`src/sv/tsspc_pkg.sv`:
```
// ----------------------------------------------------------------------------
// tsspc_pkg
// Shared types, graph tables and helper functions for the thick-slice
// simple-point check.
// ----------------------------------------------------------------------------
`default_nettype none

package tsspc_pkg;

   localparam int NODE_COUNT = 17;
   localparam int RULE_COUNT = 13;
   localparam int STEP_COUNT = NODE_COUNT;
   localparam int CAUSE_W    = 3;

   localparam logic [NODE_COUNT-1:0] ALL_NODES = 17'h1ffff;

   // first rule of the second widening stage
   localparam int RULE_SPLIT = 7;

   typedef logic [NODE_COUNT-1:0] node_mask_type;

   typedef enum logic [CAUSE_W-1:0] {
      CAUSE_NONE        = 3'd0,
      CAUSE_EMPTY_SET   = 3'd1,
      CAUSE_SPLIT_SET   = 3'd2,
      CAUSE_EMPTY_COMPL = 3'd3,
      CAUSE_SPLIT_COMPL = 3'd4
   } cause_type;

   // one beat travelling down the cell chain
   typedef struct packed {
      logic          valid;
      node_mask_type set;
      node_mask_type compl_set;
      node_mask_type reach_set;
      node_mask_type reach_compl;
   } beat_type;

   // neighbor lists: ring 0..7 and grid 8..16, 4-adjacency plus ring-grid twins
   localparam node_mask_type ADJ_MASK [NODE_COUNT] = '{
      17'h0010A, 17'h00205, 17'h00412, 17'h00821, 17'h02084, 17'h04048,
      17'h080A0, 17'h10050, 17'h00A01, 17'h01502, 17'h02204, 17'h05108,
      17'h0AA00, 17'h11410, 17'h08820, 17'h15040, 17'h0A080
   };

   // vertex-connectivity widening rules, in order of application
   localparam logic [4:0] RULE_TRIGGER [RULE_COUNT] = '{
      5'd1, 5'd3, 5'd4, 5'd6, 5'd12, 5'd0, 5'd2, 5'd5, 5'd7, 5'd9, 5'd11,
      5'd13, 5'd15
   };

   localparam node_mask_type RULE_ADD [RULE_COUNT] = '{
      17'h00205, 17'h00821, 17'h02084, 17'h080A0, 17'h0AA00, 17'h00100,
      17'h00400, 17'h04000, 17'h10000, 17'h00500, 17'h04100, 17'h10400,
      17'h14000
   };

   // apply rules first..last in order, each seeing the bits of those before
   function automatic node_mask_type widen_rules(node_mask_type m, int first, int last);
      node_mask_type w;
      w = m;
      for (int r = 0; r < RULE_COUNT; r++) begin
         if (r >= first && r <= last && w[RULE_TRIGGER[r]]) begin
            w = w | RULE_ADD[r];
         end
      end
      return w;
   endfunction

   // one flood step: neighbors of the reached nodes, kept inside the set
   function automatic node_mask_type grow_step(node_mask_type reach, node_mask_type set);
      node_mask_type g;
      g = reach;
      for (int n = 0; n < NODE_COUNT; n++) begin
         if (reach[n]) begin
            g = g | ADJ_MASK[n];
         end
      end
      return g & set;
   endfunction

   // lowest set bit, the seed of a flood fill
   function automatic node_mask_type lowest_bit(node_mask_type m);
      return m & (~m + node_mask_type'(1));
   endfunction

endpackage

`default_nettype wire

```
`src/sv/thick_slice_simple_point_check_top.sv`:
```
// ----------------------------------------------------------------------------
// thick_slice_simple_point_check_top
// Simple-point test on a 17-node thick-slice neighborhood: widen the mask,
// then flood-fill the set and its complement through a chain of cells.
//
//   channel | ports                                | direction
//   req     | req_valid req_stall req_neighbour_mask | in
//   rsp     | rsp_valid rsp_stall rsp_topology_change rsp_cause | out
//
// One beat enters per cycle while req_stall is low; a beat passes 2 widening stages,
// 17 flood cells and 1 result register.
// The whole pipeline moves together: it holds only while a result waits
// with rsp_stall high, and req_stall is raised in exactly those cycles.
// Synchronous reset clears all valid flags; nothing else needs clearing.
// ----------------------------------------------------------------------------
`default_nettype none

module thick_slice_simple_point_check_top (
   input  wire logic                     clock,
   input  wire logic                     reset,
   input  wire logic                     req_valid,
   output logic                          req_stall,
   input  wire tsspc_pkg::node_mask_type req_neighbour_mask,
   output logic                          rsp_valid,
   input  wire logic                     rsp_stall,
   output logic                          rsp_topology_change,
   output tsspc_pkg::cause_type          rsp_cause
);
   import tsspc_pkg::*;

   logic      advance;
   beat_type  chain [STEP_COUNT+1];
   beat_type  last_beat;
   cause_type cause_in;
   logic      rsp_valid_ff;
   cause_type rsp_cause_ff;

   // pipeline moves unless a result is held
   assign advance   = !rsp_valid_ff || !rsp_stall;
   assign req_stall = !advance;

   tsspc_widen u_widen (
      .clock    (clock),
      .reset    (reset),
      .advance  (advance),
      .in_valid (req_valid),
      .in_mask  (req_neighbour_mask),
      .out_beat (chain[0])
   );

   // flood-fill cell chain
   for (genvar i = 0; i < STEP_COUNT; i++) begin : g_cell
      tsspc_cell u_cell (
         .clock   (clock),
         .reset   (reset),
         .advance (advance),
         .beat_i  (chain[i]),
         .beat_o  (chain[i+1])
      );
   end

   assign last_beat = chain[STEP_COUNT];

   // judge: set first, complement second, first failure wins
   always_comb begin
      if (last_beat.set == '0) begin
         cause_in = CAUSE_EMPTY_SET;
      end else if (last_beat.reach_set != last_beat.set) begin
         cause_in = CAUSE_SPLIT_SET;
      end else if (last_beat.compl_set == '0) begin
         cause_in = CAUSE_EMPTY_COMPL;
      end else if (last_beat.reach_compl != last_beat.compl_set) begin
         cause_in = CAUSE_SPLIT_COMPL;
      end else begin
         cause_in = CAUSE_NONE;
      end
   end

   // result register
   always_ff @(posedge clock) begin
      if (reset) begin
         rsp_valid_ff <= 1'b0;
      end else if (advance) begin
         rsp_valid_ff <= last_beat.valid;
      end
   end

   always_ff @(posedge clock) begin
      if (advance) begin
         rsp_cause_ff <= cause_in;
      end
   end

   assign rsp_valid           = rsp_valid_ff;
   assign rsp_cause           = rsp_cause_ff;
   assign rsp_topology_change = (rsp_cause_ff != CAUSE_NONE);

endmodule

`default_nettype wire

```
`src/sv/tsspc_widen.sv`:
```
// ----------------------------------------------------------------------------
// tsspc_widen
// Two-stage front end: applies the widening rules, then builds the set,
// its complement and the flood seeds of both.
// ----------------------------------------------------------------------------
`default_nettype none

module tsspc_widen (
   input  wire logic                     clock,
   input  wire logic                     reset,
   input  wire logic                     advance,
   input  wire logic                     in_valid,
   input  wire tsspc_pkg::node_mask_type in_mask,
   output tsspc_pkg::beat_type           out_beat
);
   import tsspc_pkg::*;

   logic          valid_a_ff, valid_a_in;
   node_mask_type mask_a_ff, mask_a_in;
   beat_type      beat_ff, beat_in;
   node_mask_type wide_mask;
   node_mask_type compl_mask;

   // first stage: early rules
   always_comb begin
      valid_a_in = in_valid;
      mask_a_in  = widen_rules(in_mask & ALL_NODES, 0, RULE_SPLIT - 1);
   end

   // second stage: late rules, complement and seeds
   always_comb begin
      wide_mask           = widen_rules(mask_a_ff, RULE_SPLIT, RULE_COUNT - 1) & ALL_NODES;
      compl_mask          = ~wide_mask & ALL_NODES;
      beat_in.valid       = valid_a_ff;
      beat_in.set         = wide_mask;
      beat_in.compl_set   = compl_mask;
      beat_in.reach_set   = lowest_bit(wide_mask);
      beat_in.reach_compl = lowest_bit(compl_mask);
   end

   always_ff @(posedge clock) begin
      if (reset) begin
         valid_a_ff <= 1'b0;
         beat_ff    <= '0;
      end else if (advance) begin
         valid_a_ff <= valid_a_in;
         beat_ff    <= beat_in;
      end
   end

   // mask payload carries no reset
   always_ff @(posedge clock) begin
      if (advance) begin
         mask_a_ff <= mask_a_in;
      end
   end

   assign out_beat = beat_ff;

endmodule

`default_nettype wire

```
`src/sv/tsspc_cell.sv`:
```
// ----------------------------------------------------------------------------
// tsspc_cell
// One flood-fill cell: grows the reached region of the set and of its
// complement by one step and hands the beat to the next cell.
// ----------------------------------------------------------------------------
`default_nettype none

module tsspc_cell (
   input  wire logic                clock,
   input  wire logic                reset,
   input  wire logic                advance,
   input  wire tsspc_pkg::beat_type beat_i,
   output tsspc_pkg::beat_type      beat_o
);
   import tsspc_pkg::*;

   beat_type beat_ff, beat_in;

   // one growth step on both floods
   always_comb begin
      beat_in             = beat_i;
      beat_in.reach_set   = grow_step(beat_i.reach_set, beat_i.set);
      beat_in.reach_compl = grow_step(beat_i.reach_compl, beat_i.compl_set);
   end

   always_ff @(posedge clock) begin
      if (reset) begin
         beat_ff <= '0;
      end else if (advance) begin
         beat_ff <= beat_in;
      end
   end

   assign beat_o = beat_ff;

endmodule

`default_nettype wire

```
`config.mk`:
```
export PLATFORM = sky130hd
export DESIGN_NAME = thick_slice_simple_point_check_top
export DESIGN_NICKNAME = d
export VERILOG_FILES = /design/src/sv/tsspc_pkg.sv /design/src/sv/thick_slice_simple_point_check_top.sv /design/src/sv/tsspc_widen.sv /design/src/sv/tsspc_cell.sv
export SDC_FILE = /design/constraint.sdc
export NUM_CORES = 2
export LEC_CHECK = 0
export BUFFER_PORTS_ARGS = -buffer_cell sky130_fd_sc_hd__clkbuf_2
export CAP_MARGIN = 20
export CORE_MARGIN = 2
export CORE_UTILIZATION = 30
export DETAILED_ROUTE_END_ITERATION = 10
export GPL_TIMING_DRIVEN = 0
export PLACE_DENSITY = 0.49
export SLEW_MARGIN = 0
export SYNTH_ARGS = -nofsm -noshare
export SYNTH_HDL_FRONTEND = slang
export SYNTH_SLANG_ARGS = --single-unit
```
`constraint.sdc`:
```
create_clock -name clock -period 3.1 [get_ports clock]
set_clock_uncertainty 0.1 [all_clocks]
set_input_delay 0.31 -clock clock [delete_from_list [all_inputs] [get_ports clock]]
set_output_delay 0.31 -clock clock [all_outputs]
set_load 0.05 [all_outputs]
```
==> impl_summary.txt <==
----------------------------------------------------
[Outcome]
  Status ... finished clean

[Drt]
  Top routing layer in use ... met4
  Number of vias after detailed routing ... 43900
  Total met3 wirelength after detailed routing ... 9250 um
  Number of nets still failing antenna checks after routing ... 0
  Wire length on met2 ... 84700 um
  Routed WL per cell ... 22.1 um
  Avg Vias per Cell ... 5.28
  Detailed-route wire length on metal 1 ... 84800 um
  Number of DRC markers in iteration 0 ... about 3700
  Total wire length after detailed routing ... 184000 um
  Length of the first detailed-routing pass in iterations ... 6
  DRC viols ... 0

[Timing]
  Transition time at the pin with the least slew margin ... roughly 1000 ps
  Final Max Slew Viols ... 0
  WHS ... 283 ps
  Hold Fails Final Rpt ... 0
  Final count of negative-setup-slack endpoints ... 0
  Setup repair after global routing missed its margin ... false
  Summed negative setup slack over all endpoints ... 0 ps
  Post-route clock period utilization ... 98.1%
  Tmin final ... 3040 ps
  Worst slew slack as a fraction of its limit ... 32.7%
  Achievable Freq ... 329 MHz

[Clock tree]
  Clock tree from TritonCTS ... yes
  Clock-pin transition on the worst setup and hold timing paths ... 60 ps
  Latest clock arrival within the worst-skew pair ... 780 ps
  Max clock buf depth ... 3
  Inserted Clock Buffers ... 138
  Deepest level of the CTS H-tree ... 4
  Number of clock sinks ... 1262
  Root buf cell ... sky130_fd_sc_hd__clkbuf_16

[Yosys]
  Distinct cell type count after synthesis ... 39
  Post-synthesis sequential element count ... between 1000 and 1500
  Mean instance size in the synthesized netlist ... 8.24 sq um
  Sequential-to-total area share from yosys stat ... 52.6%
  Number of standard cells after synthesis ... 5881
  Mapped Nets ... ~5900
  Warnings, synthesis ... 0
  Post-synthesis cell area ... 48500 sq um

[Floorplan]
  Number of primary I/O pins ... 27
  Initial core utilization ... a little under a third
  Rows ... 147
  Die Area ... 165000 sq um
  X dimension of the die ... 406 um
  DIE HEIGHT ... 406 um
  Core region area ... 161000 sq um

[Setup path]
  Startpoint Class ... flip-flop
  Most numerous cell on the critical path ... sky130_fd_sc_hd__clkbuf_1
  Category of the critical setup timing path ... reg2reg
  Cell at the slowest stage of the critical path ... sky130_fd_sc_hd__clkbuf_1
  Number of buffers and inverters on the critical path ... 3
  Reg2reg setup slack ... 60 ps
  Endpoint type of the worst setup path ... flip-flop
  Arrival time of the worst setup path ... 3640 ps
  Top cell family by delay on the critical path ... buffers and inverters
  CP Max Fanout ... 10
  Data required time of the worst path ... 3690 ps
  Maximum single-stage delay on the critical path ... 810 ps
  CP cell instances ... nand2_1 -> clkbuf_2 -> clkbuf_1 -> clkbuf_1 -> o211ai_1 -> a21oi_1

[Power]
  Total chip power ... 0.0337 W
  Power per Cell Area ... 601 nW/um^2
  Combinational group share of total power ... 1.6%
  Maximum vdd ir drop ... 588 uV
  Fraction of power consumed by sequential logic ... 48.8%
  Switch Pwr ... between 0.007 and 0.008 W
  Clock network fraction of total power ... roughly half
  Int Pwr ... between 0.02 and 0.03 W
  Switching part of the total ... 22.2%
  Total leakage power ... 18.7 nW

[GRT]
  Maximum number of pins on one net before global-route repair ... 28
  Overflow after GRT ... 0
  Vias in the first global route ... between 40000 and 50000
  Overall track demand over capacity in global routing ... 21.9%
  Antenna violations before repair ... 3
  First-pass GRT wire length ... around 270000 um

[Layout]
  Layout Area Growth over Synthesis ... 15.7%
  Final instance area ... 56100 sq um
  Layout cell share with drive strength beyond 1 ... 8.36%
  Final Util ... 34.9%
  Final nets ... 6091
  Count of filler cells inserted in the layout ... around 17000

[Place]
  I/O Buffers ... 26
  Placement Cell Area ... between 50000 and 60000 sq um
  GPL Wtd Cong ... about 0.9
  HPWL after detailed placement ... roughly 140000 um

[Min path]
  Worst min path class ... in2reg

[Job]
  Maxcap violations ... 0

----------------------------------------------------
cell families (layout without fill, tap and decap cells):
family / Yosys count / after routing / synth area share, %
compound gates: 1707 / 1707 / 21.2
xor+xnor: 34 / 34 / 0.615
buf+inv: 412 / 700 / 3.19
flops: 1262 / 1262 / 52.6
other cells: 0 / 1 / 0
simple gates: 2466 / 2466 / 22.4
worst paths after layout:
check | startpoint | depth (start not counted) | end
max | rsp_valid | 6 | g_cell[0].u_cell.beat_o[9]
min | req_valid | 4 | u_widen.valid_a_ff
max reg2reg | rsp_valid | 6 | g_cell[0].u_cell.beat_o[9]
min reg2reg | g_cell[10].u_cell.beat_o[68] | 2 | g_cell[10].u_cell.beat_o[68]
registers in the layout, indices dropped and copies added, names as in the netlist:
signal	count
rsp_valid	1
g_cell.u_cell.beat_o	1173
u_widen.valid_a_ff	1
u_widen.mask_a_ff	17
rsp_cause	3
u_widen.out_beat	67
metal layers:
metal,vias up,GRT usage [%]
met2,1270,35.6
met5,-,0
met3,294,3.09
met1,21200,29.8
li1,21200,-
met4,0,6.85
through the flow:
step	setup WS (ps)	instances
6_report	58.8	8330
5_1_grt	11.8	8329
4_1_cts	4.60	8330
3_5_place_dp	-764	8070
3_3_place_gp	-1590	8067
2_1_floorplan	655	5881
cell type report:
class / count / area (sq um) / area share (%)
Clock inverter: 47 / 569 / 1.02
Timing Repair Buffer: 50 / 390 / 0.696
Tap cell: 2160 / 2700 / 4.82
Clock buffer: 192 / 3930 / 7.01
Multi-Input combinational cell: 4207 / 21400 / 38.2
Buffer: 408 / 1560 / 2.78
Sequential cell: 1262 / 25500 / 45.4
Antenna cell: 1 / 2.50 / 0.00446
Inverter: 3 / 11.3 / 0.0201
cell usage in the layout (no fill, tap or decap), types with 6 or more instances in the layout:
cell type	n
sky130_fd_sc_hd__o311ai_0	406
sky130_fd_sc_hd__xnor2_1	30
sky130_fd_sc_hd__dlygate4sd3_1	21
sky130_fd_sc_hd__o211ai_1	66
sky130_fd_sc_hd__clkbuf_2	41
sky130_fd_sc_hd__clkinv_2	23
sky130_fd_sc_hd__or4_1	172
sky130_fd_sc_hd__nor2_1	43
sky130_fd_sc_hd__or3_1	10
sky130_fd_sc_hd__nand3_1	113
sky130_fd_sc_hd__edfxtp_1	20
sky130_fd_sc_hd__nand4_1	10
sky130_fd_sc_hd__buf_1	22
sky130_fd_sc_hd__a21oi_1	1207
sky130_fd_sc_hd__nor4_1	9
sky130_fd_sc_hd__inv_6	6
sky130_fd_sc_hd__or2_2	257
sky130_fd_sc_hd__nor3_1	16
sky130_fd_sc_hd__clkbuf_8	19
sky130_fd_sc_hd__dfxtp_1	1242
sky130_fd_sc_hd__and2_1	8
sky130_fd_sc_hd__nand2_1	1814
sky130_fd_sc_hd__clkbuf_1	400
sky130_fd_sc_hd__bufinv_16	11
sky130_fd_sc_hd__o21ai_0	13
sky130_fd_sc_hd__clkbuf_16	142
worst reg2reg max path: stages, from the launching register on:
cell and delay, ps:
sky130_fd_sc_hd__dfxtp_1 390, sky130_fd_sc_hd__nand2_1 150, sky130_fd_sc_hd__clkbuf_2 410, sky130_fd_sc_hd__clkbuf_1 560, sky130_fd_sc_hd__clkbuf_1 810, sky130_fd_sc_hd__o211ai_1 320
sky130_fd_sc_hd__a21oi_1 220
power groups by stage:
stage	Sequential (W)	Clock, W	Combinational, W
3_5_place_dp	0.0168	0	0.000515
5_1_grt	0.0164	0.0176	0.000588
4_1_cts	0.0164	0.0170	0.000538
2_1_floorplan	0.0167	0	0.000302
6_report	0.0164	0.0167	0.000540
3_3_place_gp	0.0168	0	0.000514
timing repair:
item                                   4_1_cts  5_1_grt
hold buffers                                21        0
buffers inserted                             0        0
endpoints found under the hold margin       19        0
pin swaps                                    0        0
setup endpoints to repair                  158        4
resized for setup                           13        8
synthesized netlist by cell type:
library cell,instances,share of area (%)
sky130_fd_sc_hd__o41ai_1,1,0.018
sky130_fd_sc_hd__inv_1,2,0.015
sky130_fd_sc_hd__o311ai_0,406,7.3
sky130_fd_sc_hd__or4_2,1,0.018
sky130_fd_sc_hd__nand3_1,113,1.2
sky130_fd_sc_hd__xnor2_1,30,0.54
sky130_fd_sc_hd__a22oi_1,4,0.062
sky130_fd_sc_hd__nor3_2,1,0.021
sky130_fd_sc_hd__or3_1,10,0.13
sky130_fd_sc_hd__and2_1,8,0.10
sky130_fd_sc_hd__o21bai_1,1,0.015
sky130_fd_sc_hd__a22o_1,1,0.018
sky130_fd_sc_hd__o31ai_1,2,0.031
sky130_fd_sc_hd__a211oi_1,3,0.046
sky130_fd_sc_hd__clkinv_1,1,0.0077
sky130_fd_sc_hd__or2_2,257,3.3
sky130_fd_sc_hd__nor4b_1,1,0.018
sky130_fd_sc_hd__nand4_1,10,0.13
sky130_fd_sc_hd__nand3b_1,5,0.077
sky130_fd_sc_hd__and3_2,1,0.015
sky130_fd_sc_hd__a32oi_1,1,0.018
sky130_fd_sc_hd__or3_4,2,0.046
sky130_fd_sc_hd__edfxtp_1,20,1.2
sky130_fd_sc_hd__buf_1,23,0.18
sky130_fd_sc_hd__o211ai_1,66,1.0
sky130_fd_sc_hd__dfxtp_1,1242,51
sky130_fd_sc_hd__a31oi_1,1,0.013
sky130_fd_sc_hd__nor4_1,9,0.12
sky130_fd_sc_hd__clkbuf_1,386,3.0
sky130_fd_sc_hd__or4_4,1,0.023
sky130_fd_sc_hd__nand4b_1,2,0.036
sky130_fd_sc_hd__xor2_1,4,0.072
sky130_fd_sc_hd__o21ai_0,13,0.13
sky130_fd_sc_hd__a32o_1,1,0.021
sky130_fd_sc_hd__nor3_1,16,0.17
sky130_fd_sc_hd__nand2_1,1814,14
sky130_fd_sc_hd__or4_1,172,2.7
sky130_fd_sc_hd__nor2_1,43,0.33
sky130_fd_sc_hd__a21oi_1,1207,12
Power figures use the tool's default switching activity.
